[config.mk]
export PLATFORM = sky130hd
export DESIGN_NAME = audio_level_transient_detector_top
export DESIGN_NICKNAME = d
export VERILOG_FILES = /design/src/rtl/altd_pkg.sv /design/src/rtl/audio_level_transient_detector_top.sv /design/src/rtl/altd_cmd_fifo.sv /design/src/rtl/altd_front.sv /design/src/rtl/altd_back.sv
export SDC_FILE = /design/constraint.sdc
export NUM_CORES = 2
export LEC_CHECK = 0
export BUFFER_PORTS_ARGS = -buffer_cell sky130_fd_sc_hd__buf_4
export CAP_MARGIN = 40
export CORE_ASPECT_RATIO = 1.4
export CORE_MARGIN = 8
export CORE_UTILIZATION = 60
export DETAILED_ROUTE_END_ITERATION = 10
export PLACE_DENSITY = 0.87
export SLEW_MARGIN = 20
export SYNTH_ARGS = -nofsm -noshare
export SYNTH_HDL_FRONTEND = slang
export SYNTH_SLANG_ARGS = --single-unit
export TNS_END_PERCENT = 1
[constraint.sdc]
create_clock -name clk -period 13.34 [get_ports clk]
set_clock_uncertainty 0.15 [all_clocks]
set_input_delay 3.335 -clock clk [delete_from_list [all_inputs] [get_ports clk]]
set_output_delay 3.335 -clock clk [all_outputs]
set_load 0.005 [all_outputs]
[src/rtl/altd_pkg.sv]
package altd_pkg;

	localparam int BLOCK_MAX_DEF = 1024;
	localparam int SUMQ_W        = 48;
	localparam int CNTQ_W        = 17;
	localparam int CMDQ_DEPTH    = 2;
	localparam int DIV_STEPS     = 48;
	localparam int DCNT_W        = 6;

	localparam logic [7:0]  MULT_RST     = 8'd24;
	localparam logic [15:0] FLOOR_RST    = 16'd500;
	localparam logic [31:0] INTERVAL_RST = 32'd10000;

	localparam logic [1:0] REG_MULT     = 2'd0;
	localparam logic [1:0] REG_FLOOR    = 2'd1;
	localparam logic [1:0] REG_INTERVAL = 2'd2;

	localparam logic [1:0] KIND_BLOCK   = 2'd0;
	localparam logic [1:0] KIND_SUMMARY = 2'd1;
	localparam logic [1:0] KIND_EMPTY   = 2'd2;

	localparam logic FUNC_SAMPLE = 1'b0;
	localparam logic FUNC_FLUSH  = 1'b1;

	typedef struct packed {
		logic               func;
		logic signed [15:0] sample_value;
		logic               last_sample;
		logic [63:0]        block_time_ms;
		logic [31:0]        now_ms;
	} in_item_t;

	typedef struct packed {
		logic [1:0]  result_kind;
		logic [15:0] block_rms;
		logic        is_transient;
		logic        window_due;
		logic [31:0] block_count;
		logic [15:0] rms_avg;
		logic [15:0] rms_max;
		logic [15:0] peak_level;
		logic [31:0] transient_count;
		logic [15:0] loudest_rms;
		logic [63:0] loudest_time_ms;
		logic [31:0] window_span;
	} out_item_t;

	typedef struct packed {
		logic              flush;
		logic [SUMQ_W-1:0] sum_sq;
		logic [CNTQ_W-1:0] samples;
		logic [15:0]       peak;
		logic [63:0]       stamp;
		logic [31:0]       now;
	} cmd_t;

	typedef struct packed {
		logic [7:0]  mult;
		logic [15:0] floor_lvl;
		logic [31:0] interval;
	} cfg_t;

endpackage

[src/rtl/audio_level_transient_detector_top.sv]
// Sequence: a block result goes through command pickup, a 48-step divide, a 16-step root,
//   threshold and update once its closing sample is taken; a window summary skips the root
//   and threshold, and an empty-window reset goes straight from pickup to the result.
// Throughput: mid-block samples go in every cycle while the queue has room; the back
//   takes a new command only when idle, after the last one is done, and stalls while a result waits.
// Reset: arst_n clears all statistics and the result register and loads register defaults.
module audio_level_transient_detector_top
	import altd_pkg::*;
#(
	parameter int BLOCK_MAX = BLOCK_MAX_DEF
) (
	input  logic        clk,
	input  logic        arst_n,
	input  logic        push,
	output logic        full,
	input  in_item_t    in_data,
	output logic        empty,
	input  logic        pop,
	output out_item_t   out_data,
	input  logic        psel,
	input  logic        penable,
	input  logic        pwrite,
	input  logic [3:0]  paddr,
	input  logic [31:0] pwdata,
	output logic [31:0] prdata,
	output logic        pready
);
	cfg_t cfg_q;
	logic cfg_wr;
	logic q_full, q_empty, q_push, q_pop;
	cmd_t q_wdata, q_rdata;

	// Configuration registers; writes complete on the access phase.
	assign pready = 1'b1;
	assign cfg_wr = psel && penable && pwrite;

	always_ff @(posedge clk or negedge arst_n) begin
		if (!arst_n) begin
			cfg_q.mult      <= MULT_RST;
			cfg_q.floor_lvl <= FLOOR_RST;
			cfg_q.interval  <= INTERVAL_RST;
		end else if (cfg_wr) begin
			case (paddr[3:2])
				REG_MULT:     cfg_q.mult      <= pwdata[7:0];
				REG_FLOOR:    cfg_q.floor_lvl <= pwdata[15:0];
				REG_INTERVAL: cfg_q.interval  <= pwdata;
				default: ;
			endcase
		end
	end

	always_comb begin
		case (paddr[3:2])
			REG_MULT:     prdata = 32'(cfg_q.mult);
			REG_FLOOR:    prdata = 32'(cfg_q.floor_lvl);
			REG_INTERVAL: prdata = cfg_q.interval;
			default:      prdata = '0;
		endcase
	end

	// Front: accumulate each block, hand closed blocks and flushes to the queue.
	altd_front #(.BLOCK_MAX(BLOCK_MAX)) u_front (
		.clk, .arst_n, .push, .full, .in_data,
		.q_full, .q_push, .q_data(q_wdata)
	);

	// Decouple the front from the long divide and root sequence.
	altd_cmd_fifo #(.DEPTH(CMDQ_DEPTH)) u_fifo (
		.clk, .arst_n,
		.wr_en(q_push), .wr_data(q_wdata), .full(q_full),
		.rd_en(q_pop), .rd_data(q_rdata), .empty(q_empty)
	);

	// Back: divide, root, window statistics and the result register.
	altd_back u_back (
		.clk, .arst_n, .cfg(cfg_q),
		.q_empty, .q_data(q_rdata), .q_pop,
		.pop, .empty, .out_data
	);
endmodule

[src/rtl/altd_cmd_fifo.sv]
module altd_cmd_fifo
	import altd_pkg::*;
#(
	parameter int DEPTH = CMDQ_DEPTH
) (
	input  logic clk,
	input  logic arst_n,
	input  logic wr_en,
	input  cmd_t wr_data,
	output logic full,
	input  logic rd_en,
	output cmd_t rd_data,
	output logic empty
);
	localparam int PTR_W = (DEPTH > 1) ? $clog2(DEPTH) : 1;
	localparam int CNT_W = $clog2(DEPTH + 1);

	cmd_t             mem_q [DEPTH];
	logic [PTR_W-1:0] wr_ptr_q, rd_ptr_q;
	logic [CNT_W-1:0] cnt_q;

	assign full    = (cnt_q == CNT_W'(DEPTH));
	assign empty   = (cnt_q == '0);
	assign rd_data = mem_q[rd_ptr_q];

	always_ff @(posedge clk) begin
		if (wr_en) mem_q[wr_ptr_q] <= wr_data;
	end

	always_ff @(posedge clk or negedge arst_n) begin
		if (!arst_n) begin
			wr_ptr_q <= '0;
			rd_ptr_q <= '0;
			cnt_q    <= '0;
		end else begin
			if (wr_en)
				wr_ptr_q <= (wr_ptr_q == PTR_W'(DEPTH - 1)) ? '0 : wr_ptr_q + 1'b1;
			if (rd_en)
				rd_ptr_q <= (rd_ptr_q == PTR_W'(DEPTH - 1)) ? '0 : rd_ptr_q + 1'b1;
			cnt_q <= cnt_q + CNT_W'(wr_en) - CNT_W'(rd_en);
		end
	end

	assert property (@(posedge clk) disable iff (!arst_n) cnt_q <= CNT_W'(DEPTH))
		else $error("command queue overfilled");
	assert property (@(posedge clk) disable iff (!arst_n) wr_en |-> !full)
		else $error("write into full command queue");
	assert property (@(posedge clk) disable iff (!arst_n) rd_en |-> !empty)
		else $error("read from empty command queue");
endmodule

[src/rtl/altd_front.sv]
module altd_front
	import altd_pkg::*;
#(
	parameter int BLOCK_MAX = BLOCK_MAX_DEF
) (
	input  logic     clk,
	input  logic     arst_n,
	input  logic     push,
	output logic     full,
	input  in_item_t in_data,
	input  logic     q_full,
	output logic     q_push,
	output cmd_t     q_data
);
	localparam int CNT_W = $clog2(BLOCK_MAX + 1);
	localparam int SUM_W = 31 + $clog2(BLOCK_MAX);

	logic [SUM_W-1:0] sum_q, sum_nx;
	logic [CNT_W-1:0] cnt_q, cnt_nx;
	logic [15:0]      peak_q, peak_nx, mag;
	logic [31:0]      sq;
	logic             take, close;

	assign full = q_full;
	assign take = push && !q_full;

	always_comb begin
		mag     = in_data.sample_value[15] ? 16'(-in_data.sample_value) : in_data.sample_value;
		sq      = mag * mag;
		sum_nx  = sum_q + SUM_W'(sq);
		cnt_nx  = cnt_q + 1'b1;
		peak_nx = (mag > peak_q) ? mag : peak_q;
		close   = in_data.last_sample || (cnt_nx >= CNT_W'(BLOCK_MAX));
	end

	assign q_push = take && ((in_data.func == FUNC_FLUSH) || close);

	always_comb begin
		q_data         = '0;
		q_data.flush   = (in_data.func == FUNC_FLUSH);
		q_data.sum_sq  = SUMQ_W'(sum_nx);
		q_data.samples = CNTQ_W'(cnt_nx);
		q_data.peak    = peak_nx;
		q_data.stamp   = in_data.block_time_ms;
		q_data.now     = in_data.now_ms;
	end

	always_ff @(posedge clk or negedge arst_n) begin
		if (!arst_n) begin
			sum_q  <= '0;
			cnt_q  <= '0;
			peak_q <= '0;
		end else if (take && in_data.func == FUNC_SAMPLE) begin
			if (close) begin
				sum_q  <= '0;
				cnt_q  <= '0;
				peak_q <= '0;
			end else begin
				sum_q  <= sum_nx;
				cnt_q  <= cnt_nx;
				peak_q <= peak_nx;
			end
		end
	end

	assert property (@(posedge clk) disable iff (!arst_n) cnt_q < CNT_W'(BLOCK_MAX))
		else $error("block sample count reached limit without closing");
	assert property (@(posedge clk) disable iff (!arst_n) (cnt_q == '0) |-> (sum_q == '0))
		else $error("sum of squares left over from closed block");
	assert property (@(posedge clk) disable iff (!arst_n)
		(take && in_data.func == FUNC_SAMPLE && close) |=> (cnt_q == '0))
		else $error("block did not restart after closing");
endmodule

[src/rtl/altd_back.sv]
module altd_back
	import altd_pkg::*;
(
	input  logic      clk,
	input  logic      arst_n,
	input  cfg_t      cfg,
	input  logic      q_empty,
	input  cmd_t      q_data,
	output logic      q_pop,
	input  logic      pop,
	output logic      empty,
	output out_item_t out_data
);
	typedef enum logic [2:0] {S_IDLE, S_DIV, S_SQRT, S_THR, S_EMIT} state_t;

	state_t            state_q;
	cmd_t              cmd_q;
	logic [DCNT_W-1:0] dcnt_q;
	logic [SUMQ_W-1:0] dvd_q, quo_q;
	logic [31:0]       dvs_q, rem_q;
	logic [31:0]       sv_q, sres_q, sbit_q;
	logic [15:0]       rms_q;
	logic [23:0]       prod_q;
	logic              out_valid_q;
	out_item_t         out_q;

	logic [31:0] blocks_q, trans_q, wstart_q;
	logic [47:0] rtotal_q;
	logic [15:0] rhigh_q, wpeak_q, amb_q, loud_q;
	logic [63:0] lstamp_q;

	logic [32:0] rem_sh, rem_sub;
	logic        q_bit;
	logic [31:0] sum_rb;
	logic        out_free, emit;

	logic [31:0] blocks_nx, wms;
	logic [20:0] thr_raw;
	logic [20:0] thr;
	logic        is_trans;
	logic signed [16:0] diff;
	logic [16:0] dmag;
	logic [15:0] amb_nx;
	out_item_t   res;

	assign rem_sh  = {rem_q, dvd_q[SUMQ_W-1]};
	assign rem_sub = rem_sh - {1'b0, dvs_q};
	assign q_bit   = !rem_sub[32];
	assign sum_rb  = sres_q + sbit_q;

	assign out_free = !out_valid_q || pop;
	assign emit     = (state_q == S_EMIT) && out_free;
	assign q_pop    = (state_q == S_IDLE) && !q_empty;
	assign empty    = !out_valid_q;
	assign out_data = out_q;

	always_comb begin
		blocks_nx = blocks_q + 1'b1;
		wms       = cmd_q.now - wstart_q;
		thr_raw   = 21'(prod_q >> 3);
		thr       = (thr_raw < 21'(cfg.floor_lvl)) ? 21'(cfg.floor_lvl) : thr_raw;
		is_trans  = (blocks_nx > 32'd4) && (21'(rms_q) > thr);
		diff      = $signed({1'b0, rms_q}) - $signed({1'b0, amb_q});
		dmag      = diff[16] ? 17'(-diff) : 17'(diff);
		amb_nx    = diff[16] ? amb_q - 16'(dmag >> 3) : amb_q + 16'(dmag >> 3);

		res = '0;
		if (!cmd_q.flush) begin
			res.result_kind  = KIND_BLOCK;
			res.block_rms    = rms_q;
			res.is_transient = is_trans;
			res.window_due   = (blocks_nx != '0) && (wms >= cfg.interval);
		end else if (blocks_q == '0) begin
			res.result_kind = KIND_EMPTY;
		end else begin
			res.result_kind     = KIND_SUMMARY;
			res.window_due      = (wms >= cfg.interval);
			res.block_count     = blocks_q;
			res.rms_avg         = quo_q[15:0];
			res.rms_max         = rhigh_q;
			res.peak_level      = wpeak_q;
			res.transient_count = trans_q;
			res.loudest_rms     = loud_q;
			res.loudest_time_ms = lstamp_q;
			res.window_span     = wms;
		end
	end

	always_ff @(posedge clk) begin
		if (q_pop) cmd_q <= q_data;
		case (state_q)
			S_IDLE: begin
				dvd_q <= q_data.flush ? rtotal_q : q_data.sum_sq;
				dvs_q <= q_data.flush ? blocks_q : 32'(q_data.samples);
				rem_q <= '0;
				quo_q <= '0;
			end
			S_DIV: begin
				rem_q  <= q_bit ? rem_sub[31:0] : rem_sh[31:0];
				quo_q  <= {quo_q[SUMQ_W-2:0], q_bit};
				dvd_q  <= {dvd_q[SUMQ_W-2:0], 1'b0};
				sv_q   <= {quo_q[30:0], q_bit};
				sres_q <= '0;
				sbit_q <= 32'h4000_0000;
			end
			S_SQRT: begin
				if (sv_q >= sum_rb) begin
					sv_q   <= sv_q - sum_rb;
					sres_q <= (sres_q >> 1) + sbit_q;
				end else begin
					sres_q <= sres_q >> 1;
				end
				sbit_q <= sbit_q >> 2;
				rms_q  <= sres_q[15:0];
			end
			S_THR: begin
				rms_q  <= sres_q[15:0];
				prod_q <= amb_q * cfg.mult;
			end
			default: ;
		endcase
	end

	always_ff @(posedge clk or negedge arst_n) begin
		if (!arst_n) begin
			state_q     <= S_IDLE;
			dcnt_q      <= '0;
			out_valid_q <= 1'b0;
			out_q       <= '0;
			blocks_q    <= '0;
			trans_q     <= '0;
			wstart_q    <= '0;
			rtotal_q    <= '0;
			rhigh_q     <= '0;
			wpeak_q     <= '0;
			amb_q       <= '0;
			loud_q      <= '0;
			lstamp_q    <= '0;
		end else begin
			if (emit) out_q <= res;
			if (emit) out_valid_q <= 1'b1;
			else if (pop) out_valid_q <= 1'b0;
			case (state_q)
				S_IDLE: begin
					dcnt_q <= DCNT_W'(DIV_STEPS - 1);
					if (!q_empty)
						state_q <= (q_data.flush && blocks_q == '0) ? S_EMIT : S_DIV;
				end
				S_DIV: begin
					dcnt_q <= dcnt_q - 1'b1;
					if (dcnt_q == '0) state_q <= cmd_q.flush ? S_EMIT : S_SQRT;
				end
				S_SQRT: begin
					if (sbit_q == 32'd1) state_q <= S_THR;
				end
				S_THR: state_q <= S_EMIT;
				S_EMIT: begin
					if (out_free) begin
						state_q <= S_IDLE;
						if (cmd_q.flush) begin
							blocks_q <= '0;
							trans_q  <= '0;
							rtotal_q <= '0;
							rhigh_q  <= '0;
							wpeak_q  <= '0;
							amb_q    <= '0;
							loud_q   <= '0;
							lstamp_q <= '0;
							wstart_q <= cmd_q.now;
						end else begin
							blocks_q <= blocks_nx;
							rtotal_q <= rtotal_q + 48'(rms_q);
							if (rms_q > rhigh_q) rhigh_q <= rms_q;
							if (cmd_q.peak > wpeak_q) wpeak_q <= cmd_q.peak;
							if (is_trans) begin
								trans_q <= trans_q + 1'b1;
								if (rms_q > loud_q) begin
									loud_q   <= rms_q;
									lstamp_q <= cmd_q.stamp;
								end
							end
							amb_q <= amb_nx;
						end
					end
				end
				default: state_q <= S_IDLE;
			endcase
		end
	end

	assert property (@(posedge clk) disable iff (!arst_n) emit |-> (!out_valid_q || pop))
		else $error("result register overwritten");
	assert property (@(posedge clk) disable iff (!arst_n)
		out_valid_q |-> (out_q.result_kind != 2'd3))
		else $error("illegal result kind");
	assert property (@(posedge clk) disable iff (!arst_n) q_pop |=> (state_q != S_IDLE))
		else $error("command taken but sequencer idle");
endmodule
==> flow_summary.toml <==
[outcome]
status = "finished, final reports clean"

[setup_path]
cpMostUsedCell = "fa_1"
slowest_delay_ps = 560
r2r_setup_slack_ps = 6340
critPathTopFamily = "adder cells"
cp-end-kind = "flop"
critPathBufInv = 9
worst-path-stages = 31
worst-setup-path-type = "input port to flop"
worstSetupStartpointType = "input port"
worstPathArrival_ps = 12120
reg2reg_depth = 27
worstPathRequired_ps = 13890
cp_max_fo = 12
slowest_stage = "or4_1"

[routing]
finalWirelength_um = 194000
routedWlPerCell_um = 21.4
first_pass_iters = 6
drtAntennaViolNets = 0
num_vias = 55508
dr.first_iter.drc_count = 4883
drc_errors = 0
vias_per_cell = 6.13

[die]
die-area_um2 = 140000
num_rows = 155
die_width_um = 318
core_area_um2 = 127000
die_h_um = 439
io_pins = 436
floorplan.initialDensity_pct = 60.3

[cts]
cts_resized = 0
cts_root_buf = "clkbuf_16"
holdBufCountCts = 0
clk_pin_slew_ps = 60
cts_buffer_depth = 3
clock_latency_ps = 780
numCtsBuffers = 132
postCtsSetupRepairBufs = 0
cts_tree = "done"
htree_num_levels = 4
cts.sink_count = 1357

[global_routing]
grt_max_degree = 186
gr-usage-all-layers_pct = 27.2
grt_pass1_wl_um = 306000
overflow = 0
grt_pass1_vias = 57508
antenna_found_initial = 13

[sta]
finalHoldViolations = 0
layout_min_cycle_time_ps = 11580
worst-slew-pin-transition_ps = 1030
fin_setup_tns_ps = 0
min_period_over_period_pct = 86.8
clock.fmax_mhz = 86.4
finalSetupViolations = 0
slew_viol_final = 0
rsz0062_at_grt = "false"
maxSlewHeadroom_pct = 31.4

[logic_synthesis]
synth_xor_area_share_pct = 3.36
muxShareOfSynthArea_pct = 3.42
synth_cell_types = 93
synth_cells = 6924
synth_seq_cells = 1357
yosysSeqAreaShare_pct = 48.9
syn_area_um2 = 76700
synth_top_family_by_area = "adder cells"
synth_flop_cell = "edfxtp_1"
synthArstFlopShare_pct = 48.2
synth-simple-area-share_pct = 10.5
yosys_warnings = 0
synth_fa_ha_area_share_pct = 14.9
syn_avg_cell_area_um2 = 11.1
synth_edf_count = 703
synth_compound_area_share_pct = 13.8

[place]
io_buffers = 432
gp_congestion = 0.944
place_hpwl_um = 136000
placed_cell_area_um2 = 81800

[cells_and_area]
design_area_um2 = 86400
layout-drive-gt1-share_pct = 12.6
fin_util_pct = 67.9
seq_area_um2 = 37500
area_growth_pct = 12.7
num-fill-cells = 8621
multi_input_area_um2 = 35500
final_net_count = 8191

[min_path]
hold_depth = 1
hold_class = "flop to flop"

[run]
maxCapViolations = 0
synth_stat cells (122+ instances only):
cell | count | area (µm²)
a21oi_1 | 280 | 1400
a22o_1 | 391 | 3420
and2_1 | 122 | 763
clkbuf_1 | 264 | 991
dfrtp_1 | 641 | 16000
edfxtp_1 | 703 | 21100
fa_1 | 284 | 5690
ha_1 | 462 | 5780
inv_1 | 688 | 2580
mux2_2 | 126 | 1420
nand2_1 | 607 | 2280
nor2_1 | 381 | 1430
o21ai_0 | 414 | 2070
xnor2_1 | 159 | 1390
xor2_1 | 135 | 1180
layout make-up:
type	count	area share, %
flip-flops and latches	1357	43.4
inverters	694	3.02
well taps	1648	2.39
repair buffers	539	5.03
clock buffers	185	4.35
multi-input cells	4564	41.0
diodes	12	0.0347
clock inverters	57	0.776
layer usage:
layer  wire length, µm  global-route usage [%]
met5                27                       0
met4             12000                    16.3
met3             11900                    4.65
met2             97500                    47.3
met1             72800                    31.6
cell usage in the layout (no fill, tap or decap), types with 105 or more instances in the layout:
master,netlist,final
mux2_2,126,126
inv_1,688,688
a21oi_1,280,280
ha_1,462,462
edfxtp_1,703,703
nor2_1,381,375
a21o_1,114,114
dfrtp_1,641,640
mux2i_1,120,120
a22o_1,391,391
nand2_1,607,605
buf_4,10,514
and3_1,115,113
and2_1,122,122
o21ai_0,414,414
xor2_1,135,135
fa_1,284,284
nand3_1,106,105
xnor2_1,159,159
clkbuf_16,0,135
through the flow:
| stage | cells | hold WS (ps) | worst slack, ps |
|---|---|---|---|
| final | 9056 | 309 | 1760 |
| after CTS | 9037 | 313 | 1850 |
| after detailed placement | 8795 | 300 | 1020 |
| after global placement | 8779 | 296 | 1180 |
| after global routing | 9054 | 329 | 1300 |
| after floorplan | 6934 | 281 | 1610 |
final timing paths:
kind | start | to
setup / recovery | in_data[97] | u_front.sum_q[38]
hold / removal | u_back.cmd_q[94] | u_back.lstamp_q[62]
setup reg to reg | u_back.rms_q[0] | u_back.amb_q[14]
hold reg to reg | u_back.cmd_q[94] | u_back.lstamp_q[62]
max in group asynchronous | arst_n | u_back.rtotal_q[46]
min in group asynchronous | arst_n | u_back.wstart_q[26]
sequential cells by signal, indices dropped and copies added (netlist names), 21 cells and up:
register,flops
u_fifo.mem_q,330
u_back.dvd_q,48
u_front.sum_q,41
u_back.sv_q,32
u_back.trans_q,32
u_back.dvs_q,32
u_back.sres_q,32
u_back.cmd_q,113
u_back.wstart_q,32
u_back.lstamp_q,64
u_back.prod_q,21
u_back.blocks_q,32
u_back.rem_q,32
u_back.rtotal_q,48
u_back.quo_q,31
u_back.out_data,244
cfg_q,56
logic make-up (layout without fill, tap and decap cells):
kind of cell,after synthesis,count (layout)
muxes,246,246
AOI/OAI and AO/OA,1561,1561
buffers and inverters,1013,1475
other,2,24
DFF,1357,1357
adders and majority gates,746,746
and+or+nand+nor,1705,1705
xor gates and xnor gates,294,294
Power is left out: the tool's default activity adds up to more than one toggle a clock period on the data nets, which glitch-free logic cannot reach.
